===== src/hdl/irpdt_pkg.sv =====
// Shared types, constants and helpers for the IR pulse-distance transmitter.
// No dependencies; used by irpdt_seq and ir_pulse_distance_transmitter.
package irpdt_pkg;

    // Frame geometry
    localparam int CODE_BITS = 32;
    localparam int CodeW     = 32;
    localparam int BitPosW   = (CODE_BITS > 1) ? $clog2(CODE_BITS) : 1;

    // Segment counter and register widths
    localparam int TickW     = 20;
    localparam int SegW      = 16;

    // Configuration port
    localparam int CfgAddrW  = 3;
    localparam int CfgDataW  = 20;

    localparam logic [CfgAddrW-1:0] REG_LEADER_HIGH = 3'd0;
    localparam logic [CfgAddrW-1:0] REG_LEADER_LOW  = 3'd1;
    localparam logic [CfgAddrW-1:0] REG_BIT_HIGH    = 3'd2;
    localparam logic [CfgAddrW-1:0] REG_ZERO_LOW    = 3'd3;
    localparam logic [CfgAddrW-1:0] REG_ONE_LOW     = 3'd4;
    localparam logic [CfgAddrW-1:0] REG_GAP         = 3'd5;
    localparam logic [CfgAddrW-1:0] REG_REPEAT      = 3'd6;

    // Register reset values
    localparam logic [SegW-1:0]  RST_LEADER_HIGH = 16'd9000;
    localparam logic [SegW-1:0]  RST_LEADER_LOW  = 16'd4500;
    localparam logic [SegW-1:0]  RST_BIT_HIGH    = 16'd500;
    localparam logic [SegW-1:0]  RST_ZERO_LOW    = 16'd500;
    localparam logic [SegW-1:0]  RST_ONE_LOW     = 16'd1620;
    localparam logic [TickW-1:0] RST_GAP         = 20'd100000;
    localparam logic             RST_REPEAT      = 1'b1;

    // Frame phases
    localparam int PhaseW = 3;
    localparam logic [PhaseW-1:0] PH_IDLE   = 3'd0;
    localparam logic [PhaseW-1:0] PH_LEAD_H = 3'd1;
    localparam logic [PhaseW-1:0] PH_LEAD_L = 3'd2;
    localparam logic [PhaseW-1:0] PH_BIT_H  = 3'd3;
    localparam logic [PhaseW-1:0] PH_BIT_L  = 3'd4;
    localparam logic [PhaseW-1:0] PH_GAP    = 3'd5;

    // Input opcodes
    localparam logic OP_TICK  = 1'b0;
    localparam logic OP_START = 1'b1;

    // Timing registers as seen by the sequencer
    typedef struct packed {
        logic [SegW-1:0]  leader_high_ticks;
        logic [SegW-1:0]  leader_low_ticks;
        logic [SegW-1:0]  bit_high_ticks;
        logic [SegW-1:0]  zero_low_ticks;
        logic [SegW-1:0]  one_low_ticks;
        logic [TickW-1:0] gap_ticks;
        logic             repeat_enable;
    } cfg_t;

    // One result item
    typedef struct packed {
        logic pin_level;
        logic busy_res;
        logic frame_end;
    } seq_res_t;

    // Segment length: zero counts as one tick
    function automatic logic [TickW-1:0] seg_len(input logic [TickW-1:0] v);
        return (v == '0) ? TickW'(1) : v;
    endfunction

    // Code bit sent at a bit position, MSB first; positions past bit 31 send 0
    function automatic logic code_bit(input logic [CodeW-1:0]   code,
                                      input logic [BitPosW-1:0] pos);
        logic [7:0] k;
        k = 8'(CODE_BITS - 1) - 8'(pos);
        return (k >= 8'(CodeW)) ? 1'b0 : code[k[4:0]];
    endfunction

endpackage


===== src/hdl/irpdt_seq.sv =====
// Frame sequencer: phase, segment down-counter, bit position and held code.
// Depends on irpdt_pkg. Advances once per accepted item, result is combinational.
module irpdt_seq (
    input  logic                          aclk,
    input  logic                          aresetn,
    input  logic                          step,     // item accepted this cycle
    input  logic                          opcode,
    input  logic [irpdt_pkg::CodeW-1:0]   code,
    input  irpdt_pkg::cfg_t               cfg,
    output irpdt_pkg::seq_res_t           res
);

    logic [irpdt_pkg::PhaseW-1:0]  phase_reg, phase_next;
    logic [irpdt_pkg::TickW-1:0]   ticks_reg, ticks_next;
    logic [irpdt_pkg::BitPosW-1:0] bitpos_reg, bitpos_next;
    logic [irpdt_pkg::CodeW-1:0]   code_reg, code_next;

    logic                          seg_done;
    logic                          last_bit;

    assign seg_done = (ticks_reg <= irpdt_pkg::TickW'(1));
    assign last_bit = (bitpos_reg == irpdt_pkg::BitPosW'(irpdt_pkg::CODE_BITS - 1));

    // Next state and result for the presented item
    always_comb begin
        phase_next  = phase_reg;
        ticks_next  = ticks_reg;
        bitpos_next = bitpos_reg;
        code_next   = code_reg;
        res         = '0;

        if (opcode == irpdt_pkg::OP_START) begin
            // restart the frame at once; no time passes
            code_next     = code;
            bitpos_next   = '0;
            phase_next    = irpdt_pkg::PH_LEAD_H;
            ticks_next    = irpdt_pkg::seg_len(
                                irpdt_pkg::TickW'(cfg.leader_high_ticks));
            res.pin_level = 1'b1;
            res.busy_res  = 1'b1;
        end else begin
            unique case (phase_reg)
                irpdt_pkg::PH_LEAD_H, irpdt_pkg::PH_LEAD_L, irpdt_pkg::PH_BIT_H,
                irpdt_pkg::PH_BIT_L, irpdt_pkg::PH_GAP: begin
                    res.busy_res  = 1'b1;
                    res.pin_level = (phase_reg == irpdt_pkg::PH_LEAD_H) ||
                                    (phase_reg == irpdt_pkg::PH_BIT_H);
                    if (!seg_done) begin
                        ticks_next = ticks_reg - irpdt_pkg::TickW'(1);
                    end else begin
                        unique case (phase_reg)
                            irpdt_pkg::PH_LEAD_H: begin
                                phase_next = irpdt_pkg::PH_LEAD_L;
                                ticks_next = irpdt_pkg::seg_len(
                                    irpdt_pkg::TickW'(cfg.leader_low_ticks));
                            end
                            irpdt_pkg::PH_LEAD_L: begin
                                bitpos_next = '0;
                                phase_next  = irpdt_pkg::PH_BIT_H;
                                ticks_next  = irpdt_pkg::seg_len(
                                    irpdt_pkg::TickW'(cfg.bit_high_ticks));
                            end
                            irpdt_pkg::PH_BIT_H: begin
                                phase_next = irpdt_pkg::PH_BIT_L;
                                ticks_next = irpdt_pkg::code_bit(code_reg, bitpos_reg)
                                    ? irpdt_pkg::seg_len(
                                          irpdt_pkg::TickW'(cfg.one_low_ticks))
                                    : irpdt_pkg::seg_len(
                                          irpdt_pkg::TickW'(cfg.zero_low_ticks));
                            end
                            irpdt_pkg::PH_BIT_L: begin
                                if (last_bit) begin
                                    phase_next = irpdt_pkg::PH_GAP;
                                    ticks_next = irpdt_pkg::seg_len(cfg.gap_ticks);
                                end else begin
                                    bitpos_next = bitpos_reg + irpdt_pkg::BitPosW'(1);
                                    phase_next  = irpdt_pkg::PH_BIT_H;
                                    ticks_next  = irpdt_pkg::seg_len(
                                        irpdt_pkg::TickW'(cfg.bit_high_ticks));
                                end
                            end
                            default: begin
                                // end of trailing gap
                                res.frame_end = 1'b1;
                                bitpos_next   = '0;
                                if (cfg.repeat_enable) begin
                                    phase_next = irpdt_pkg::PH_LEAD_H;
                                    ticks_next = irpdt_pkg::seg_len(
                                        irpdt_pkg::TickW'(cfg.leader_high_ticks));
                                end else begin
                                    phase_next = irpdt_pkg::PH_IDLE;
                                    ticks_next = '0;
                                end
                            end
                        endcase
                    end
                end
                default: begin
                    phase_next = irpdt_pkg::PH_IDLE;
                    ticks_next = '0;
                end
            endcase
        end
    end

    // State registers
    always_ff @(posedge aclk) begin
        if (!aresetn) begin
            phase_reg  <= irpdt_pkg::PH_IDLE;
            ticks_reg  <= '0;
            bitpos_reg <= '0;
            code_reg   <= '0;
        end else if (step) begin
            phase_reg  <= phase_next;
            ticks_reg  <= ticks_next;
            bitpos_reg <= bitpos_next;
            code_reg   <= code_next;
        end
    end

endmodule


===== src/hdl/ir_pulse_distance_transmitter.sv =====
// Top level of the IR pulse-distance transmitter: config registers, stream
// handshake and result register. Depends on irpdt_pkg and irpdt_seq.
//
//  Channel  | Direction | Payload                              | Handshake
//  ---------+-----------+--------------------------------------+---------------
//  s_       | in        | tuser: opcode; tdata: code           | tvalid/tready
//  m_       | out       | tdata: pin_level, busy_res; tlast:   | tvalid/tready
//           |           | frame_end                            |
//  cfg_     | in        | addr: register index; wdata: value   | cfg_we
//
// One item per cycle while s_tready is high: an accepted item updates the
// sequencer state in the same cycle and its result is in the output register
// in the next cycle. s_tready is low only while the output register holds an
// untaken result and m_tready is low, and during reset. aresetn is synchronous,
// active low; it clears the sequencer to idle and loads the register defaults.
module ir_pulse_distance_transmitter (
    input  logic                            aclk,
    input  logic                            aresetn,

    input  logic                            s_tvalid,
    output logic                            s_tready,
    input  logic [31:0]                     s_tdata,   // [31:0] code
    input  logic [0:0]                      s_tuser,   // [0] opcode

    output logic                            m_tvalid,
    input  logic                            m_tready,
    output logic [7:0]                      m_tdata,   // [0] pin_level, [1] busy_res
    output logic                            m_tlast,   // frame_end

    input  logic                            cfg_we,
    input  logic [irpdt_pkg::CfgAddrW-1:0]  cfg_addr,
    input  logic [irpdt_pkg::CfgDataW-1:0]  cfg_wdata
);

    irpdt_pkg::cfg_t     cfg_reg;
    irpdt_pkg::seq_res_t seq_res;
    irpdt_pkg::seq_res_t res_reg;
    logic                m_valid_reg;
    logic                s_xfer;

    assign s_tready = aresetn && (!m_valid_reg || m_tready);
    assign s_xfer   = s_tvalid && s_tready;

    // Configuration registers
    always_ff @(posedge aclk) begin
        if (!aresetn) begin
            cfg_reg.leader_high_ticks <= irpdt_pkg::RST_LEADER_HIGH;
            cfg_reg.leader_low_ticks  <= irpdt_pkg::RST_LEADER_LOW;
            cfg_reg.bit_high_ticks    <= irpdt_pkg::RST_BIT_HIGH;
            cfg_reg.zero_low_ticks    <= irpdt_pkg::RST_ZERO_LOW;
            cfg_reg.one_low_ticks     <= irpdt_pkg::RST_ONE_LOW;
            cfg_reg.gap_ticks         <= irpdt_pkg::RST_GAP;
            cfg_reg.repeat_enable     <= irpdt_pkg::RST_REPEAT;
        end else if (cfg_we) begin
            unique case (cfg_addr)
                irpdt_pkg::REG_LEADER_HIGH:
                    cfg_reg.leader_high_ticks <= cfg_wdata[irpdt_pkg::SegW-1:0];
                irpdt_pkg::REG_LEADER_LOW:
                    cfg_reg.leader_low_ticks  <= cfg_wdata[irpdt_pkg::SegW-1:0];
                irpdt_pkg::REG_BIT_HIGH:
                    cfg_reg.bit_high_ticks    <= cfg_wdata[irpdt_pkg::SegW-1:0];
                irpdt_pkg::REG_ZERO_LOW:
                    cfg_reg.zero_low_ticks    <= cfg_wdata[irpdt_pkg::SegW-1:0];
                irpdt_pkg::REG_ONE_LOW:
                    cfg_reg.one_low_ticks     <= cfg_wdata[irpdt_pkg::SegW-1:0];
                irpdt_pkg::REG_GAP:
                    cfg_reg.gap_ticks         <= cfg_wdata[irpdt_pkg::TickW-1:0];
                irpdt_pkg::REG_REPEAT:
                    cfg_reg.repeat_enable     <= cfg_wdata[0];
                default: ;
            endcase
        end
    end

    // Frame sequencer
    irpdt_seq u_seq (
        .aclk    (aclk),
        .aresetn (aresetn),
        .step    (s_xfer),
        .opcode  (s_tuser[0]),
        .code    (s_tdata),
        .cfg     (cfg_reg),
        .res     (seq_res)
    );

    // Output valid
    always_ff @(posedge aclk) begin
        if (!aresetn) begin
            m_valid_reg <= 1'b0;
        end else if (s_xfer) begin
            m_valid_reg <= 1'b1;
        end else if (m_tready) begin
            m_valid_reg <= 1'b0;
        end
    end

    // Output payload
    always_ff @(posedge aclk) begin
        if (s_xfer) begin
            res_reg <= seq_res;
        end
    end

    assign m_tvalid = m_valid_reg;
    assign m_tdata  = {6'b0, res_reg.busy_res, res_reg.pin_level};
    assign m_tlast  = res_reg.frame_end;

    // A start transfer drives the pin high and marks busy on its result
    assert property (@(posedge aclk) disable iff (!aresetn)
        (s_xfer && s_tuser[0] == irpdt_pkg::OP_START)
            |=> (m_tvalid && m_tdata[0] && m_tdata[1] && !m_tlast))
        else $error("start result not high/busy");

    // Every accepted item yields a result in the next cycle
    assert property (@(posedge aclk) disable iff (!aresetn)
        s_xfer |=> m_tvalid)
        else $error("accepted item produced no result");

    // Frame end only while busy; pin never high while not busy
    assert property (@(posedge aclk) disable iff (!aresetn)
        m_tvalid |-> ((!m_tlast || m_tdata[1]) && (!m_tdata[0] || m_tdata[1])))
        else $error("frame_end or pin high outside a frame");

endmodule


===== config.mk =====
export PLATFORM = sky130hd
export DESIGN_NAME = ir_pulse_distance_transmitter
export DESIGN_NICKNAME = d
export VERILOG_FILES = /design/src/hdl/irpdt_pkg.sv /design/src/hdl/irpdt_seq.sv /design/src/hdl/ir_pulse_distance_transmitter.sv
export SDC_FILE = /design/constraint.sdc
export NUM_CORES = 1
export LEC_CHECK = 0
export BUFFER_PORTS_ARGS = -buffer_cell sky130_fd_sc_hd__buf_2
export CAP_MARGIN = 20
export CORE_ASPECT_RATIO = 2
export CORE_MARGIN = 2
export CORE_UTILIZATION = 40
export CTS_CLUSTER_DIAMETER = 40
export DETAILED_ROUTE_END_ITERATION = 8
export GPL_TIMING_DRIVEN = 1
export PLACE_DENSITY_LB_ADDON = 0.25
export SYNTH_ARGS = -nofsm -noshare
export SYNTH_HDL_FRONTEND = slang
export SYNTH_SLANG_ARGS = --single-unit

===== constraint.sdc =====
create_clock -name aclk -period 3.62 [get_ports aclk]
set_input_delay 0.362 -clock aclk [delete_from_list [all_inputs] [get_ports aclk]]
set_output_delay 0.362 -clock aclk [all_outputs]
set_load 0.01 [all_outputs]

==> results of run 1 <==
==> cells by family (layout without fill, tap and decap cells) <==
group	count (synthesis)	count (layout)
xor+xnor	12	12
other cells	1	6
mux	18	18
fa+ha+maj	4	4
compound gates	290	290
simple gates	548	548
flops	165	165
buf+inv	99	140
==> worst min-delay path by stage <==
stage	endpoint	slack [ns]	cells after the start
3_5_place_dp	u_seq.code_reg[6]	0.44	2
2_1_floorplan	u_seq.code_reg[4]	0.43	2
5_1_grt	u_seq.code_reg[3]	0.15	3
3_3_place_gp	u_seq.code_reg[2]	0.44	2
6_report	m_tvalid	0.14	3
4_1_cts	m_tvalid	0.13	3
==> power by group through the flow <==
stage	logic, mW	clock network (mW)	registers, mW
after floorplan	0.285	0	1.95
after global placement	0.433	0	1.98
after detailed placement	0.435	0	1.98
after CTS	0.437	1.86	1.94
after global routing	0.487	1.93	1.95
final	0.443	1.85	1.95
==> critical path, delay by kind of cell, from the launching register on <==
kind                       cells  cell delay (ns)
AOI/OAI and AO/OA              5             1.15
adders and majority gates      2             0.66
buffers and inverters          1             0.25
DFF                            1             0.49
and+or+nand+nor                2             0.37
==> placed cells by master (no fill, tap or decap), types with 7 or more instances in the layout <==
| master | count |
|---|---|
| a211oi_1 | 7 |
| a221oi_1 | 7 |
| and2_1 | 8 |
| nand2b_1 | 12 |
| a31oi_1 | 7 |
| mux2i_1 | 11 |
| nand2_1 | 325 |
| inv_1 | 20 |
| nand4_1 | 12 |
| dfxtp_1 | 162 |
| clkbuf_16 | 17 |
| nor4_1 | 29 |
| o211ai_1 | 8 |
| buf_2 | 65 |
| nor2b_1 | 11 |
| a21oi_1 | 140 |
| a21o_1 | 7 |
| o21ai_0 | 31 |
| xnor2_1 | 8 |
| nor3_1 | 16 |
| nor2_1 | 40 |
| a221o_1 | 12 |
| buf_4 | 23 |
| nand3_1 | 51 |
==> layout make-up <==
class | count | area (um2)
clock buffer | 21 | 470
fill | 2241 | 11300
sequential | 165 | 3330
clock inverter | 10 | 119
tap | 269 | 337
timing repair buffer | 88 | 498
inverter | 21 | 80.1
multi-input combinational | 878 | 4850
==> metal layers <==
metal	up-vias	wire, um
met1	4134	11300
met3	120	1680
li1	4100	-
met2	392	16600
met5	-	0
met4	0	3030
==> run metrics, run 1 <==
crit share post-route=84.5%; asr flop ratio synth=0%; post-DR wirelength/cell=around 22 um; Design Power=4.24 mW; multiplexer share of the synthesized area=3.07%; worst-margin pin slew=about 0.95 ns; GR Util met3=approximately 4.4%; area leader, netlist=dfxtp_1; Reg2Reg Depth=10; core box area=around 0.021 mm2; Synth Instances=approximately 1100; Non-Filler Instances=approximately 1500; fin crit period=slightly above 3 ns; Post-CTS Setup Inserts=0; fin util=around 46%; compound-gate portion of the synthesized area=a little over a fifth; net switching power=roughly 1.1 mW; register area share after synthesis=38.8%; CP max stage delay=around 0.49 ns; number of flops mapped to enable cells by yosys=3; maximum clock insertion buffer count=2; vias in the first global route=between 8000 and 9000; Hold Path Class=primary input to register; vias per inst=6.02; clock power share=between 40% and 50%; outcome=completed; Arr. time, crit path=around 3.4 ns; initial antenna violation count=0; Pre-antenna DRT Iters=5; # resized after CTS=0; GRT Max-Usage Layer=met2; count leader, synth=nand2_1; worst flop-to-flop path endpoint=u_seq.ticks_reg[9]; pre-CTS setup slack=0.662 ns; TritonCTS buffer count=17; Die W=roughly 110 um; Setup TNS Final=0 ns; root buf cell=clkbuf_16; Final Max Slew Viols=0; CP max-delay cell=dfxtp_1; Comb pwr share=roughly a tenth; routed wire length=about 33 mm; Sw Ratio=26.9%; Leakage=approximately 3.6 nW; CTS H-tree lvls=4; # nets final=~1200; Flop pwr share=45.9%; CP endpoint=u_seq.ticks_reg[9]; CTS tree=yes; top cells by area, synth=dfxtp_1 38%, nand2_1 14%, a21oi_1 8.2%, nand3_1 3.0%, clkbuf_1 2.5%; Clk pin slew, worst setup/hold paths=0.07 ns; Die Y=between 200 and 250 um; Netlist cell types=83; Setup Skew=0.00765 ns; clock sinks=165; largest family of logic cells by synthesized area=simple AND/OR/NAND/NOR gates; DRC violations left=0; slew margin rel.=~37%; P per Cell Area=between 400 and 500 mW/mm2; area delta synth->final=12.8%; Commonest cells post-synth=325 x nand2_1, 162 x dfxtp_1, 140 x a21oi_1, 58 x clkbuf_1, 51 x nand3_1; grt met1 use=30.6%; dpl cells=about 1400; layout cells sized above 1=roughly 12%; # diodes=0; maximum fanout along the worst path=12; WHS=between 0.1 and 0.15 ns; element type at the critical path start=register; post-route cell area=0.00969 mm2; synthesized area=around 0.0086 mm2; Antenna Nets Post-Route=0; critical path class=register to register; max frequency=around 330 MHz; Std-Cell Rows=75; average instance area after synthesis=7.56 um2; Post-Synth Adder-Cell Area=less than 1%; xor and xnor area share after synthesis=roughly 1.2%; Synth Area in Simple Gates=about 29%; Via Count=slightly below 9000; Setup crit end kind=register; CP Data Required Time=3.94 ns; largest net degree at the start of global routing=66; remaining global-route overflow=0; die area=0.0227 mm2; I/O pin cnt=between 70 and 80; Synth Warn #=0; CP dominant cell by count=ha_1; Internal=3.10 mW; RR Startpoint=u_seq.bitpos_reg[1]; gr usage total=around 30%; first-pass GRT wire length=49.3 mm; RSZ-0062 raised after global routing=no; final setup violation count=0; Max IR drop VDD=0.350 mV; Starting DRT DRC Count=638; Placed Instance Area=0.00910 mm2; worst path cell trace=ha_1 > and3_1 > ha_1 > or3b_2 > a21oi_1 > buf_4 > a221o_1 > a21o_1 > a2111oi_0 > o21ai_1; Hold Fails Final Rpt=0; hold_sp=s_tvalid; Clock Latency Late Sink=roughly 0.45 ns; FF-to-FF setup slack=around 0.56 ns; detailed placement HPWL=between 20 and 25 mm; synthesis-stage register bit count=about 170; Initial Utilization=40.9%; Worst Setup SP=u_seq.bitpos_reg[1]; hold buffer count at CTS=0; area share of the leading cell type in the synthesized netlist=between 30 and 40%; max reg flops=101; MaxCap Viol Count=0; Most used DFF post-synth=dfxtp_1; met2 usage=50.6%; Port Buffer Count=65; Final Wtd Congestion=between 1 and 1.5; setup ws final=around 0.56 ns
(Power assumes the default switching activity.)
==> inputs of run 2 (changes only) <==
==> constraint.sdc (replaced) <==
create_clock -name aclk -period 2.7 [get_ports aclk]
set_input_delay 0.27 -clock aclk [delete_from_list [all_inputs] [get_ports aclk]]
set_output_delay 0.27 -clock aclk [all_outputs]
set_load 0.01 [all_outputs]
==> run metrics, run 2 (synthesis results as in run 1) <==
layout cells sized above 1=approximately 15%; Comb pwr share=between 10% and 20%; detailed placement HPWL=about 25 mm; # nets final=between 1000 and 1500; maximum clock insertion buffer count=2; Hold Fails Final Rpt=0; critical path class=register to register; Non-Filler Instances=~1500; Max IR drop VDD=0.518 mV; CTS tree=yes; post-DR wirelength/cell=roughly 22 um; Final Max Slew Viols=0; dpl cells=around 1500; # resized after CTS=0; area delta synth->final=16.6%; Arr. time, crit path=2.91 ns; I/O pin cnt=just over 70; CTS H-tree lvls=4; Starting DRT DRC Count=between 600 and 700; # diodes=0; gr usage total=between 20 and 30%; most common cell after layout, fill and taps aside=nand2_1; worst-margin pin slew=approximately 0.81 ns; initial antenna violation count=0; Port Buffer Count=65; Hold Path Class=primary input to register; root buf cell=clkbuf_16; Die Y=between 200 and 250 um; Clock Latency Late Sink=roughly 0.44 ns; routed wire length=32.3 mm; Leakage=around 3.8 nW; net switching power=1.52 mW; vias in the first global route=8524; Final Wtd Congestion=1.06; max reg flops=101; vias per inst=5.94; outcome=completed; TritonCTS buffer count=17; crit share post-route=approximately 94%; P per Cell Area=around 580 mW/mm2; Internal=4.26 mW; Via Count=roughly 9000; commonest cells after routing, fill and taps aside=325 x nand2_1, 162 x dfxtp_1, 139 x a21oi_1; Setup TNS Final=0 ns; Sw Ratio=a little over a quarter; final setup violation count=0; Setup Skew=0.00908 ns; Initial Utilization=40.9%; DRC violations left=0; Design Power=approximately 5.8 mW; maximum fanout along the worst path=6; Antenna Nets Post-Route=0; Post-CTS Setup Inserts=0; fin crit period=roughly 2.5 ns; clock power share=44.0%; Pre-antenna DRT Iters=5; first-pass GRT wire length=about 49 mm; RSZ-0062 raised after global routing=no; die area=between 0.02 and 0.025 mm2; Std-Cell Rows=75; largest net degree at the start of global routing=68; CP Data Required Time=about 3 ns; remaining global-route overflow=0; WHS=0.0446 ns; hold buffer count at CTS=0; clock sinks=approximately 170; core box area=around 0.021 mm2; element type at the critical path start=register; Flop pwr share=around 45%; Die W=around 110 um; Setup crit end kind=register; slew margin rel.=between 40% and 50%; max frequency=394 MHz; MaxCap Viol Count=0; Clk pin slew, worst setup/hold paths=0.07 ns
-- run 2: final timing paths --
kind	to	start	depth (start not counted)	slack, ns
min	m_tvalid	s_tvalid	3	0.04
min reg2reg	u_seq.code_reg[11]	u_seq.code_reg[11]	2	0.45
max	u_seq.phase_reg[2]	u_seq.ticks_reg[7]	6	0.16
max reg2reg	u_seq.phase_reg[2]	u_seq.ticks_reg[7]	6	0.16
-- run 2: cell type report --
type	instances	area (um2)
Multi-Input combinational cell	878	4860
Tap cell	269	337
Fill cell	2180	11000
Clock buffer	21	460
Inverter	21	80.1
Timing Repair Buffer	128	798
Sequential cell	165	3330
Clock inverter	11	148
-- run 2: critical path, cell delays in order (launching register included) --
cell and delay, ns:
dfxtp_1 0.34, or4_4 0.54, nor4_4 0.42, a21oi_1 0.31, buf_4 0.24, or4_1 0.46
a21oi_1 0.15
-- run 2: power by group through the flow --
stage	Clock, mW	Sequential [mW]	Combinational [mW]
after global placement	0	2.65	0.628
after global routing	2.66	2.60	0.697
after detailed placement	0	2.65	0.631
final	2.54	2.60	0.641
after CTS	2.56	2.59	0.633
after floorplan	0	2.62	0.382
-- run 2: stage by stage --
step,setup WS (ns),utilization (%),area [um2]
final,0.159,47.7,10000
after global routing,0.0217,47.7,10000
after CTS,0.0546,47.6,10000
after detailed placement,0.0779,44.7,9400
after global placement,0.190,44.7,9400
after floorplan,0.186,-,8610
-- run 2: per-layer routing --
| layer | GRT usage (%) | part of all wire, % | up-vias |
|---|---|---|---|
| met1 | 29.0 | 35 | 4155 |
| met3 | 4.94 | 4.8 | 134 |
| li1 | - | - | 4187 |
| met2 | 51.6 | 51 | 390 |
| met5 | 0 | 0 | - |
| met4 | 23.9 | 9.5 | 0 |
